File: src/array_lifo_stack_unit_assert.svh
// assertion macros shared by the stack unit
`ifndef ARRAY_LIFO_STACK_UNIT_ASSERT_SVH
`define ARRAY_LIFO_STACK_UNIT_ASSERT_SVH

// same-cycle implication, checked out of reset only
`define ALSU_ASSERT_NOW(lbl, clk, rst_n, ante, cons) \
	lbl: assert property (@(posedge clk) disable iff (!rst_n) (ante) |-> (cons)) \
		else $error("assertion failed: %m");

// next-cycle implication, checked out of reset only
`define ALSU_ASSERT_NEXT(lbl, clk, rst_n, ante, cons) \
	lbl: assert property (@(posedge clk) disable iff (!rst_n) (ante) |=> (cons)) \
		else $error("assertion failed: %m");

`endif

File: src/alsu_pkg.sv
`default_nettype none

package alsu_pkg;

	localparam int unsigned DEPTH_DEF = 16;

	localparam int unsigned OP_W   = 3;
	localparam int unsigned DATA_W = 32;
	localparam int unsigned POS_W  = 5;
	localparam int unsigned LIM_W  = 5;
	localparam int unsigned FILL_W = 5;
	localparam int unsigned STAT_W = 2;

	localparam logic [LIM_W-1:0] LIMIT_RST = 5'd16;

	typedef enum logic [OP_W-1:0] {
		OP_PUSH   = 3'd0,
		OP_POP    = 3'd1,
		OP_PEEK   = 3'd2,
		OP_TOP    = 3'd3,
		OP_BOTTOM = 3'd4
	} op_t;

	typedef enum logic [STAT_W-1:0] {
		STAT_OK     = 2'd0,
		STAT_FULL   = 2'd1,
		STAT_EMPTY  = 2'd2,
		STAT_BADPOS = 2'd3
	} status_t;

	typedef enum logic {
		S_IDLE = 1'b0,
		S_READ = 1'b1
	} state_t;

endpackage

`default_nettype wire

File: src/array_lifo_stack_unit.sv
// Bounded LIFO stack of signed 32-bit words held in a single-port-write,
// single-port-read synchronous RAM.
// Input channel: in_valid / in_stall with op, push_value, position. A beat is
// taken when in_valid is high and in_stall low. Ops: push, pop, peek (1 is
// the top entry), read top, read bottom.
// Output channel: out_valid / out_stall with data, status, fill_count,
// is_empty, is_full. Exactly one result beat per input beat, in order.
// Configuration: cfg_we writes cfg_wdata into the capacity register; 0 acts
// as 1 and values above DEPTH act as DEPTH. Write only while idle.
// The RAM read is issued and the read stage loaded when the input beat is
// taken; the output register loads from them in S_READ once it is free.
// A new input beat is not taken until the previous item has moved from the
// read stage to the output register; the fill count is updated at accept,
// the RAM read completes in the following cycle.
// If the receiver stalls, the finished result waits in the output register
// and the next input beat is still taken; that item then holds in the read
// stage until the output register frees up.
// Reset clears the fill count, sets capacity to 16 and empties the output
// register. RAM contents are not cleared; only entries below the fill count
// are ever read.
`default_nettype none

module array_lifo_stack_unit
	import alsu_pkg::*;
#(
	parameter int unsigned DEPTH = DEPTH_DEF
) (
	input  wire logic                     clk,
	input  wire logic                     arst_n,
	input  wire logic                     cfg_we,
	input  wire logic        [LIM_W-1:0]  cfg_wdata,
	input  wire logic                     in_valid,
	output logic                          in_stall,
	input  wire logic        [OP_W-1:0]   op,
	input  wire logic signed [DATA_W-1:0] push_value,
	input  wire logic        [POS_W-1:0]  position,
	output logic                          out_valid,
	input  wire logic                     out_stall,
	output logic signed      [DATA_W-1:0] data,
	output logic             [STAT_W-1:0] status,
	output logic             [FILL_W-1:0] fill_count,
	output logic                          is_empty,
	output logic                          is_full
);

`include "array_lifo_stack_unit_assert.svh"

	localparam int unsigned AW    = $clog2(DEPTH);
	localparam int unsigned CNT_W = $clog2(DEPTH + 1);
	localparam int unsigned WIDE  = (CNT_W > FILL_W) ? CNT_W : FILL_W;

	state_t state_q, state_nx;

	logic [LIM_W-1:0] limit_q;
	logic [CNT_W-1:0] count_q;

	logic accept, ld_out;

	// decode of the item at accept
	logic [WIDE-1:0] cnt_w, pos_w, lim_w, cap_w, cnt_nx, ra_w;
	status_t         stat_nx;
	logic            rd_nx, wr_nx;

	// read stage
	status_t         stat_s1;
	logic            rd_s1, empty_s1, full_s1;
	logic [WIDE-1:0] cnt_s1;

	logic [DATA_W-1:0] rdata;

	// output register
	logic              out_valid_q;
	logic [DATA_W-1:0] data_q;
	status_t           stat_q;
	logic [FILL_W-1:0] fill_q;
	logic              empty_q, full_q;

	assign cnt_w = WIDE'(count_q);
	assign pos_w = WIDE'(position);
	assign lim_w = WIDE'(limit_q);

	always_comb begin
		priority if (limit_q == '0) begin
			cap_w = WIDE'(1);
		end else if (lim_w > WIDE'(DEPTH)) begin
			cap_w = WIDE'(DEPTH);
		end else begin
			cap_w = lim_w;
		end
	end

	always_comb begin
		stat_nx = STAT_OK;
		cnt_nx  = cnt_w;
		rd_nx   = 1'b0;
		wr_nx   = 1'b0;
		ra_w    = '0;
		unique case (op)
			OP_PUSH: begin
				if (cnt_w >= cap_w) begin
					stat_nx = STAT_FULL;
				end else begin
					wr_nx  = 1'b1;
					cnt_nx = cnt_w + WIDE'(1);
				end
			end
			OP_POP: begin
				if (cnt_w == '0) begin
					stat_nx = STAT_EMPTY;
				end else begin
					rd_nx  = 1'b1;
					ra_w   = cnt_w - WIDE'(1);
					cnt_nx = cnt_w - WIDE'(1);
				end
			end
			OP_PEEK: begin
				priority if (cnt_w == '0) begin
					stat_nx = STAT_EMPTY;
				end else if (pos_w == '0 || pos_w > cnt_w) begin
					stat_nx = STAT_BADPOS;
				end else begin
					rd_nx = 1'b1;
					ra_w  = cnt_w - pos_w;
				end
			end
			OP_TOP: begin
				if (cnt_w == '0) begin
					stat_nx = STAT_EMPTY;
				end else begin
					rd_nx = 1'b1;
					ra_w  = cnt_w - WIDE'(1);
				end
			end
			OP_BOTTOM: begin
				if (cnt_w == '0) begin
					stat_nx = STAT_EMPTY;
				end else begin
					rd_nx = 1'b1;
				end
			end
			default: begin
				stat_nx = STAT_BADPOS;
			end
		endcase
	end

	// only one item is taken at a time (input stalls in S_READ), so a push always lands before any later read
	alsu_mem #(
		.DEPTH(DEPTH)
	) u_mem (
		.clk  (clk),
		.we   (accept && wr_nx),
		.waddr(count_q[AW-1:0]),
		.wdata(push_value),
		.re   (accept && rd_nx),
		.raddr(ra_w[AW-1:0]),
		.rdata(rdata)
	);

	// next state
	always_comb begin
		state_nx = state_q;
		unique case (state_q)
			S_IDLE: begin
				if (accept) begin
					state_nx = S_READ;
				end
			end
			S_READ: begin
				if (ld_out) begin
					state_nx = S_IDLE;
				end
			end
			default: begin
				state_nx = S_IDLE;
			end
		endcase
	end

	// handshake outputs
	always_comb begin
		in_stall = (state_q != S_IDLE);
		ld_out   = (state_q == S_READ) && (!out_valid_q || !out_stall);
		accept   = in_valid && (state_q == S_IDLE);
	end

	always_ff @(posedge clk or negedge arst_n) begin
		if (!arst_n) begin
			state_q     <= S_IDLE;
			limit_q     <= LIMIT_RST;
			count_q     <= '0;
			out_valid_q <= 1'b0;
		end else begin
			state_q <= state_nx;
			if (cfg_we) begin
				limit_q <= cfg_wdata;
			end
			if (accept) begin
				count_q <= cnt_nx[CNT_W-1:0];
			end
			if (ld_out) begin
				out_valid_q <= 1'b1;
			end else if (!out_stall) begin
				out_valid_q <= 1'b0;
			end
		end
	end

	always_ff @(posedge clk) begin
		if (accept) begin
			stat_s1  <= stat_nx;
			rd_s1    <= rd_nx;
			cnt_s1   <= cnt_nx;
			empty_s1 <= (cnt_nx == '0);
			full_s1  <= (cnt_nx >= cap_w);
		end
		if (ld_out) begin
			data_q  <= rd_s1 ? rdata : '0;
			stat_q  <= stat_s1;
			fill_q  <= cnt_s1[FILL_W-1:0];
			empty_q <= empty_s1;
			full_q  <= full_s1;
		end
	end

	assign out_valid  = out_valid_q;
	assign data       = data_q;
	assign status     = stat_q;
	assign fill_count = fill_q;
	assign is_empty   = empty_q;
	assign is_full    = full_q;

	`ALSU_ASSERT_NOW(a_count_bound, clk, arst_n, 1'b1, count_q <= CNT_W'(DEPTH))
	`ALSU_ASSERT_NEXT(a_accept_to_read, clk, arst_n, accept, state_q == S_READ)
	`ALSU_ASSERT_NOW(a_read_blocks_input, clk, arst_n, state_q == S_READ, in_stall)
	`ALSU_ASSERT_NEXT(a_reject_keeps_count, clk, arst_n, accept && stat_nx != STAT_OK, count_q == $past(count_q))
	`ALSU_ASSERT_NOW(a_result_from_read, clk, arst_n, $rose(out_valid_q), $past(state_q == S_READ))

endmodule

`default_nettype wire

File: src/alsu_mem.sv
`default_nettype none

module alsu_mem
	import alsu_pkg::*;
#(
	parameter int unsigned DEPTH = DEPTH_DEF,
	localparam int unsigned AW   = $clog2(DEPTH)
) (
	input  wire logic              clk,
	input  wire logic              we,
	input  wire logic [AW-1:0]     waddr,
	input  wire logic [DATA_W-1:0] wdata,
	input  wire logic              re,
	input  wire logic [AW-1:0]     raddr,
	output logic      [DATA_W-1:0] rdata
);

	logic [DATA_W-1:0] mem_q [DEPTH];
	logic [DATA_W-1:0] rdata_q;

	always_ff @(posedge clk) begin
		if (we) begin
			mem_q[waddr] <= wdata;
		end
	end

	// read data holds until the next read, so a stalled result stays put
	always_ff @(posedge clk) begin
		if (re) begin
			rdata_q <= mem_q[raddr];
		end
	end

	assign rdata = rdata_q;

endmodule

`default_nettype wire

File: config.mk
export PLATFORM = sky130hd
export DESIGN_NAME = array_lifo_stack_unit
export DESIGN_NICKNAME = d
export VERILOG_FILES = /design/src/alsu_pkg.sv /design/src/array_lifo_stack_unit.sv /design/src/alsu_mem.sv
export VERILOG_INCLUDE_DIRS = /design/src /design/src/src
export SDC_FILE = /design/constraint.sdc
export NUM_CORES = 1
export LEC_CHECK = 0
export ABC_AREA = 1
export BUFFER_PORTS_ARGS = -buffer_cell sky130_fd_sc_hd__buf_2
export CAP_MARGIN = 20
export CORE_MARGIN = 4
export CORE_UTILIZATION = 50
export CTS_BUF_LIST = sky130_fd_sc_hd__clkbuf_8
export DETAILED_ROUTE_END_ITERATION = 6
export GPL_ROUTABILITY_DRIVEN = 1
export PLACE_DENSITY = 0.74
export SYNTH_ARGS = -nofsm -noshare
export SYNTH_HDL_FRONTEND = slang
export SYNTH_HIERARCHICAL = 1
export SYNTH_SLANG_ARGS = --single-unit
File: constraint.sdc
create_clock -name clk -period 4.35 [get_ports clk]
set_input_delay 0.435 -clock clk [delete_from_list [all_inputs] [get_ports clk]]
set_output_delay 0.435 -clock clk [all_outputs]
set_load 0.01 [all_outputs]
==> results of run 1 <==
[flip-flops by register name (all words and copies together) (netlist names), 2 cells and up]
| register | count |
|---|---|
| fill_count | 5 |
| u_mem/mem_q | 512 |
| data | 32 |
| cnt_s1 | 5 |
| lim_w | 5 |
| stat_s1 | 2 |
| u_mem/rdata | 32 |
| cnt_w | 5 |
| status | 2 |
[worst max path at each step]
stage / start / endpoint / slack [ns] / cells past startpoint
3_3_place_gp: cnt_w[0] / u_mem/mem_q[2][30] / 0.53 / 10
6_report: cnt_w[0] / u_mem/mem_q[2][28] / 0.45 / 10
3_5_place_dp: cnt_w[0] / u_mem/mem_q[2][30] / 0.52 / 10
4_1_cts: cnt_w[0] / u_mem/mem_q[2][28] / 0.49 / 10
5_1_grt: cnt_w[0] / u_mem/mem_q[2][28] / 0.27 / 10
2_1_floorplan: lim_w[4] / u_mem/mem_q[12][0] / 0.76 / 10
[cell families (layout without fill, tap and decap cells)]
family,Yosys count,in the layout,share of synthesized area (%)
AOI/OAI and AO/OA,35,35,0.775
xor gates and xnor gates,4,4,0.133
adders and majority gates,21,21,1.03
buffers and inverters,571,771,9.35
DFF,607,607,69.0
muxes,1,1,0.0428
and+or+nand+nor,1219,1219,19.6
[worst max-delay path, cell delays in order (launching register included)]
cell     delay, ns
dfrtp_1       0.55
inv_1         0.26
ha_1          0.34
inv_1         0.05
nand2_1       0.05
nand2_2       0.15
nand3_4       0.13
nor4_1        0.52
nand2_1       0.43
nor2_4        0.63
buf_4         0.41
[power groups by stage]
stage	Clock, W	Sequential, W	Combinational (W)
after floorplan	0	0.00698	0.00278
after CTS	0.00442	0.00686	0.00387
after global routing	0.00470	0.00687	0.00433
after global placement	0	0.00697	0.00375
after detailed placement	0	0.00698	0.00384
final	0.00433	0.00686	0.00391
[through the flow]
step | instance area, sq um | setup slack (ns) | power (W) | instances
after floorplan | 26300 | 0.760 | 0.00975 | 2458
after global placement | 27500 | 0.530 | 0.0107 | 3158
after detailed placement | 27500 | 0.524 | 0.0108 | 3158
after CTS | 29300 | 0.493 | 0.0151 | 3337
after global routing | 29300 | 0.270 | 0.0159 | 3338
final | 29300 | 0.452 | 0.0151 | 3338
[layout make-up]
cell class / instances / area share (%)
clock buffers: 96 / 4.51
clock inverters: 75 / 1.27
inverters: 461 / 5.94
multi-input cells: 1280 / 20.1
flip-flops and latches: 607 / 62.0
well taps: 680 / 2.90
repair buffers: 139 / 3.30
[what timing repair did]
item                                   in CTS  in global routing
hold buffers                                8                  0
endpoints found under the hold margin      18                  0
setup endpoints to repair                   0                  0
[synthesized netlist by cell type (7+ instances only)]
cell type / instances
nand2_1: 771
edfxtp_1: 595
inv_1: 457
nand3_1: 399
buf_2: 41
buf_6: 30
nor2_1: 27
ha_1: 20
clkbuf_1: 18
o21ai_0: 16
buf_1: 14
dfrtp_1: 11
a21oi_1: 7
[layer usage]
metal	wire, um	share of wire (%)	up-vias
met5	18	0.029	-
met4	1410	2.3	2
met3	5170	8.5	112
met2	29800	49	782
met1	24800	41	8382
li1	-	-	8230
==> impl_metrics.ini, run 1 <==
[cells_and_area]
layout.nets = 2653
seqCellArea_sq_um = 18200
multi_input_comb_area_sq_um = 5880
final_common_cell = nand2_1
n_antenna_cell = 0
final_util_pct = 56.7
fill_cells = 4234
layout_common_cells = nand2_1, edfxtp_1, inv_1
drive_gt1_share_pct = 11.0
areaGrowthSynthToFinish_pct = 11.3

[synth]
synth_area_leaders = edfxtp_1, nand2_1, nand3_1
synth-edff-count = 595
ys_dominant_reg_cell = edfxtp_1
async_flop_share_pct = 1.98
syn_inst = 2458
synth_top_area_share_pct = 67.9
netlist_area_sq_um = 26300
synth_cell_type_count = 40
synth-seq-cells = 607
yosys.area.top_type = edfxtp_1
syn-num-nets = 2529
ys.warnings.count = 6
syn_avg_cell_area_sq_um = 10.7
seq_area_frac_synth_pct = 69.0

[pwr]
seqPwrFrac_pct = 45.4
combPwrFrac_pct = 25.9
pwr_density_cell_nw_per_um2 = 515
pwr-share-clk_pct = 28.7
peakVddDrop_v = 0.000416
leakagePower_nw = 12.6
swShare_pct = 33.2
p_int_w = 0.0101
switchingPower_w = 0.00501

[cts]
tritoncts = built
cts_setup_buffers = 0
clock_sinks = 607
clk_pin_slew_ns = 0.06
cts_buffers = 93
worstSkewPairLatency_ns = 0.68
clk_path_buf_depth = 3
ctsRootBufferMaster = clkbuf_8
htreeDepth = 3
post_cts_resized = 0

[global_routing]
grt.met3_usage_pct = 3.89
grt_max_degree = 161
track_usage_pct = 21.6
busiest_layer = met2
antenna_found_initial = 1
grt_pass1_vias = 17300
use_met2_pct = 36.1
grt_overflow = 0
use_met1_pct = 28.8
grt_pass1_wl_mm = 95.5

[worst_setup_path]
crit_required_ns = 4.69
cp_max_fo = 17
critPathCaptureType = flip-flop
r2r_setup_slack_ns = 0.45
r2r_cells = 10
cp_data_arrival_time_ns = 4.24
worstSetupPathType = flip-flop to flip-flop
r2r_start = cnt_w[0]
r2r-end = u_mem/mem_q[2][28]
critPathLaunchType = flip-flop

[detailed_routing]
wl_per_cell_um = 18.3
viasPerCell = 5.25
wl_mm = 61.2
firstDrtPassIters = 5
route.detailed.drc = 0
drtIter0Drc = 1691
dr_total_vias = 17500
final_antenna_net_count = 0

[run_status]
status = completed

[placement]
place.port_buffers = 92
gp_congestion = 0.853
post-dp-hpwl_mm = 32.8

[flow_run]
drv_cap = 0

[die]
core_area_sq_um = 51700
die-area_sq_um = 56400
floorplan.initialDensity_pct = 50.9
boundaryPins = 93
die_w_um = 237
rows = 83
fp.dieH_um = 237

[timing]
clock_skew_ns = 0.0290
max_freq_mhz = 257
drv_slew = 0
hold_viol_final = 0
slew_headroom_pct = 33.4
fin_tns_setup_ns = 0
rsz0062_at_grt = no
worstMarginPinSlew_ns = 0.999
hold_ws_ns = 0.0577
setup_violations = 0
period_share_pct = 89.6
finalCriticalPeriod_ns = 3.90

[worst_hold_path]
hold_end = lim_w[3]
hp-class = input port to flip-flop
worst_hold_startpoint = cfg_we
whs_path_depth = 2
Power figures use the tool's default switching activity.
==> run 2, diff against run 1 <==
Settings changed: BUFFER_PORTS_ARGS -buffer_cell sky130_fd_sc_hd__buf_2 to -buffer_cell sky130_fd_sc_hd__clkbuf_2, PLACE_DENSITY 0.74 to 0.76.
Clock period 4.35 ns to 3.5 ns, I/O delays scaled along.
==> run 2 against run 1 <==
Clock-buffer cell count rose by 3. First-iteration DRC count grew 16%. Critical path depth grew 3. Clock skew rose by 0.021 ns. Maximum frequency grew 20%. Largest power group unchanged. Sequential cell count stayed put.
==> impl_metrics.ini, run 2 (synthesis results as in run 1) <==
[cts]
worstSkewPairLatency_ns = 0.70
cts_buffers = 98
htreeDepth = 3
post_cts_resized = 0
clk_pin_slew_ns = 0.06
clk_path_buf_depth = 3
clock_sinks = 607
ctsRootBufferMaster = clkbuf_8
cts_setup_buffers = 0
tritoncts = built

[die]
floorplan.initialDensity_pct = 50.9
boundaryPins = 93
die-area_sq_um = 56400
core_area_sq_um = 51700
fp.dieH_um = 237
rows = 83
die_w_um = 237

[timing]
drv_slew = 0
clock_skew_ns = 0.0504
hold_viol_final = 0
slew_headroom_pct = 50.7
rsz0062_at_grt = no
max_freq_mhz = 307
finalCriticalPeriod_ns = 3.25
setup_violations = 0
fin_tns_setup_ns = 0
period_share_pct = 93.0
worstMarginPinSlew_ns = 0.739

[pwr]
pwr_density_cell_nw_per_um2 = 639
seqPwrFrac_pct = 44.7
p_int_w = 0.0127
peakVddDrop_v = 0.000507
switchingPower_w = 0.00629
combPwrFrac_pct = 26.5
swShare_pct = 33.1
pwr-share-clk_pct = 28.8
total_power_w = 0.0190
leakagePower_nw = 12.9

[detailed_routing]
dr_total_vias = 17800
wl_mm = 62.7
wl_per_cell_um = 18.6
final_antenna_net_count = 0
drtIter0Drc = 1957
viasPerCell = 5.27
route.detailed.drc = 0
firstDrtPassIters = 6

[run_status]
status = completed

[global_routing]
grt_max_degree = 129
grt_pass1_vias = 17700
track_usage_pct = 22.0
grt_pass1_wl_mm = 97.2
grt_overflow = 0
antenna_found_initial = 2

[worst_setup_path]
cpLargestDelayFamily = buffers and inverters
cp.buffers_inverters = 3
cp_max_fo = 128
critPathCaptureType = flip-flop
crit_slowest_cell = dfrtp_1
crit_chain = inv_1 -> ha_1 -> a21oi_1 -> o21ai_0 -> o22ai_1 -> nand3_2 -> buf_4 -> o21ai_4 -> buf_12 -> nand3_1 -> nand3_1 -> nand3_1 -> nand2_1
critPathLaunchType = flip-flop
cp_data_arrival_time_ns = 3.82
worstSetupPathType = flip-flop to flip-flop
slowest_delay_ns = 0.54
cp_common_cell = nand3_1
crit_required_ns = 4.07
r2r_setup_slack_ns = 0.25

[flow_run]
drv_cap = 0

[cells_and_area]
top_register = u_mem/mem_q
largest_reg_flops = 512
final_common_cell = nand2_1
layout_common_cells = nand2_1, edfxtp_1, inv_1
fill_cells = 4206
areaGrowthSynthToFinish_pct = 13.0
drive_gt1_share_pct = 12.1
layout.nets = 2692
fin_cells = 3376

[placement]
placed_cells = 3185
place.port_buffers = 92
gp_congestion = 0.856
post-dp-hpwl_mm = 34.0

[worst_hold_path]
hp-class = input port to flip-flop
run 2: changes by cell type in the layout (fill, tap and decap cells not counted), moves of 8 or more:
cell	delta
buf_2	-92
clkbuf_2	+92
buf_4	+16
clkinv_1	-12
buf_12	+11
dlygate4sd3_1	+8
run 2: area by class of cell:
| class | count | area [sq um] | share of cell area, % |
|---|---|---|---|
| Inverter | 461 | 1740 | 5.84 |
| Multi-Input combinational cell | 1280 | 5880 | 19.8 |
| Sequential cell | 607 | 18200 | 61.1 |
| Clock buffer | 99 | 1360 | 4.58 |
| Tap cell | 680 | 851 | 2.86 |
| Antenna cell | 2 | 5.00 | 0.0168 |
| Clock inverter | 74 | 369 | 1.24 |
| Timing Repair Buffer | 173 | 1360 | 4.57 |
run 2: final timing paths:
kind | from | endpoint | cells past startpoint
max | cnt_w[2] | u_mem/rdata[25] | 13
min | push_value[1] | u_mem/mem_q[7][1] | 1
max reg2reg | cnt_w[2] | u_mem/rdata[25] | 13
min reg2reg | full_s1 | is_full | 0
max in group asynchronous | arst_n | lim_w[4] | 2
min in group asynchronous | arst_n | cnt_w[0] | 2
run 2: repair_timing:
action	in CTS	in global routing
hold buffers	16	0
setup endpoints to repair	0	0
endpoints found under the hold margin	19	0
run 2: layer usage:
| layer | up-vias | track usage [%] | share of wire (%) | wire, um |
|---|---|---|---|---|
| li1 | 8312 | - | - | - |
| met1 | 8468 | 28.5 | 39 | 24600 |
| met2 | 867 | 36.7 | 49 | 30800 |
| met3 | 151 | 4.15 | 8.6 | 5370 |
| met4 | 0 | 9.20 | 3.1 | 1920 |
| met5 | - | 0 | 0 | 0 |
run 2: power groups by stage:
stage / registers (W) / logic, W / clock network [W]
2_1_floorplan: 0.00867 / 0.00346 / 0
3_3_place_gp: 0.00862 / 0.00480 / 0
3_5_place_dp: 0.00863 / 0.00495 / 0
4_1_cts: 0.00848 / 0.00499 / 0.00559
5_1_grt: 0.00849 / 0.00557 / 0.00594
6_report: 0.00848 / 0.00503 / 0.00547
run 2: worst reg2reg max path, cell delays in order, from the launching register on:
cell     delay, ns
dfrtp_1       0.54
inv_1         0.18
ha_1          0.22
a21oi_1       0.11
o21ai_0       0.09
o22ai_1       0.23
nand3_2       0.22
buf_4         0.23
o21ai_4       0.20
buf_12        0.51
nand3_1       0.34
nand3_1       0.13
nand3_1       0.07
nand2_1       0.08
run 2: metrics by stage:
step | hold WS [ns] | util, % | instance area (sq um) | setup WS, ns
CTS | 0.000966 | 57.5 | 29700 | 0.252
global route | 0.0414 | 57.5 | 29700 | 0.0392
finish | 0.0602 | 57.5 | 29700 | 0.246
floorplan | 0.0544 | - | 26300 | -0.0897
detailed placement | 0.270 | 53.8 | 27800 | 0.323
global placement | 0.262 | 53.8 | 27800 | 0.261
==> run 3, diff against run 2 <==
Settings changed: CORE_ASPECT_RATIO set to 1.1, CORE_UTILIZATION 50 to 40, PLACE_DENSITY 0.76 to 0.65.
==> run 3 against run 2 <==
Hold slack got worse by 0.0078 ns. Non-clock buffer count rose by 7. Register-to-register slack improved by 0.06 ns. Global-route usage fell by 3.8 points. Via count fell by 2.1%. Sequential cell count did not move. Cell count rose by 5.2%. Critical path depth fell by 1. Critical path type unchanged. Largest cell class unchanged. Highest routed layer is now met5.
==> impl_metrics.ini, run 3 (synthesis results as in run 1) <==
[cts]
clk_pin_slew_ns = 0.07
tritoncts = built
cts_buffers = 92
clk_path_buf_depth = 3
worstSkewPairLatency_ns = 0.68
ctsRootBufferMaster = clkbuf_8
clock_sinks = 607
htreeDepth = 3

[pwr]
peakVddDrop_v = 0.000459
pwr_density_cell_nw_per_um2 = 643
leakagePower_nw = 13.0

[timing]
max_freq_mhz = 313
worstMarginPinSlew_ns = 0.736
rsz0062_at_grt = no
hold_ws_ns = 0.0524
fin_tns_setup_ns = 0
clock_skew_ns = 0.0258
period_share_pct = 91.4
drv_slew = 0
finalCriticalPeriod_ns = 3.20
hold_viol_final = 0
setup_violations = 0
setup_ws_ns = 0.302
slew_headroom_pct = 51.0

[cells_and_area]
areaGrowthSynthToFinish_pct = 15.2
final_common_cell = nand2_1
top_register = u_mem/mem_q
largest_reg_flops = 512
fill_cells = 5764
layout.nets = 2693
layout_common_cells = nand2_1, edfxtp_1, inv_1
drive_gt1_share_pct = 12.6

[detailed_routing]
dr_total_vias = 17400
wl_mm = 63.8
firstDrtPassIters = 5
drtIter0Drc = 1490
final_antenna_net_count = 0
route.detailed.drc = 0
viasPerCell = 4.91
wl_per_cell_um = 18.0

[global_routing]
grt_max_degree = 87
grt_pass1_vias = 17100
track_usage_pct = 18.2
grt_overflow = 0
grt_pass1_wl_mm = 98.4
antenna_found_initial = 4

[worst_setup_path]
cp_common_cell = buf_4
cp_max_fo = 19
slowest_delay_ns = 0.49
cp.buffers_inverters = 5
crit_required_ns = 3.87
cpLargestDelayFamily = simple AND/OR/NAND/NOR gates
crit_slowest_cell = dfrtp_2
critPathCaptureType = flip-flop
worstSetupPathType = flip-flop to flip-flop
cp_data_arrival_time_ns = 3.57
critPathLaunchType = flip-flop
crit_chain = clkinvlp_4 -> ha_1 -> inv_1 -> nand2_1 -> nand2_2 -> nand3_4 -> nor4_1 -> buf_4 -> nand3_1 -> nor2_4 -> buf_4 -> buf_12

[die]
rows = 98
boundaryPins = 93
floorplan.initialDensity_pct = 40.4
fp.dieH_um = 277
core_area_sq_um = 65100
die-area_sq_um = 70000
die_w_um = 253

[flow_run]
drv_cap = 0

[worst_hold_path]
hp-class = input port to flip-flop

[run_status]
status = completed

[placement]
gp_congestion = 0.825
place.port_buffers = 92
pre_cts_slack_ns = 0.102
post-dp-hpwl_mm = 35.6
[run 3: cell types whose count changed in the layout (fill, tap and decap cells not counted), moves of 2 or more]
cell        before  now
buf_12          20   33
buf_4           45   39
inv_8            0    2
clkinvlp_4       2    7
bufinv_16        1    9
clkinv_2        18   15
clkbuf_8        99   93
clkinv_1        19   29
inv_1          486  470
inv_12           2    0
[run 3: timing repair]
action | in CTS | in global routing
hold buffers | 16 | 0
endpoints found under the setup margin | 0 | 106
hold endpoints to repair | 19 | 0
gates resized for setup | 0 | 2
buffers inserted | 0 | 8
[run 3: stage by stage]
step,instance area (sq um),cells,utilization [%],total power [W]
floorplan,26300,2458,-,0.0121
global placement,28200,3354,43.3,0.0136
detailed placement,28200,3354,43.3,0.0137
CTS,30200,3542,46.5,0.0197
global route,30300,3552,46.6,0.0206
finish,30300,3552,46.6,0.0195
[run 3: cell type report]
cell class | instances | area, sq um | area share [%]
Clock inverter | 79 | 612 | 2.02
Antenna cell | 2 | 5.00 | 0.0165
Multi-Input combinational cell | 1280 | 5880 | 19.4
Inverter | 461 | 1740 | 5.74
Tap cell | 850 | 1060 | 3.51
Timing Repair Buffer | 180 | 1570 | 5.19
Clock buffer | 93 | 1280 | 4.22
Sequential cell | 607 | 18200 | 59.9
[run 3: power by group]
part	switching [W]	internal (W)
Sequential	0.000113	0.00838
Combinational	0.00344	0.00164
Clock	0.00276	0.00319
[run 3: worst reg2reg max path, stage by stage (launching register included)]
cell and delay (ns):
dfrtp_2 0.49, clkinvlp_4 0.26, ha_1 0.34, inv_1 0.06, nand2_1 0.05, nand2_2 0.16, nand3_4 0.14, nor4_1 0.22
buf_4 0.18, nand3_1 0.34, nor2_4 0.22, buf_4 0.19, buf_12 0.22
[run 3: path summary, 6_finish.rpt]
path,from,slack (ns),depth (start not counted),to
min in group asynchronous,arst_n,0.10,2,cnt_w[4]
worst max-delay path,cnt_w[0],0.30,12,u_mem/mem_q[13][10]
worst min-delay path,push_value[13],0.05,1,u_mem/mem_q[6][13]
worst max register to register,cnt_w[0],0.30,12,u_mem/mem_q[13][10]
worst min register to register,cnt_s1[0],0.41,0,fill_count[0]
max in group asynchronous,arst_n,3.10,2,lim_w[4]
[run 3: routing by layer]
metal	share of wire, %	track usage [%]	wire (um)	vias up
met5	0.042	0	27	-
met4	2.3	6.70	1480	4
met3	6.9	3.79	4420	105
met2	49	30.8	31400	573
met1	41	23.0	26400	8433
li1	-	-	-	8314
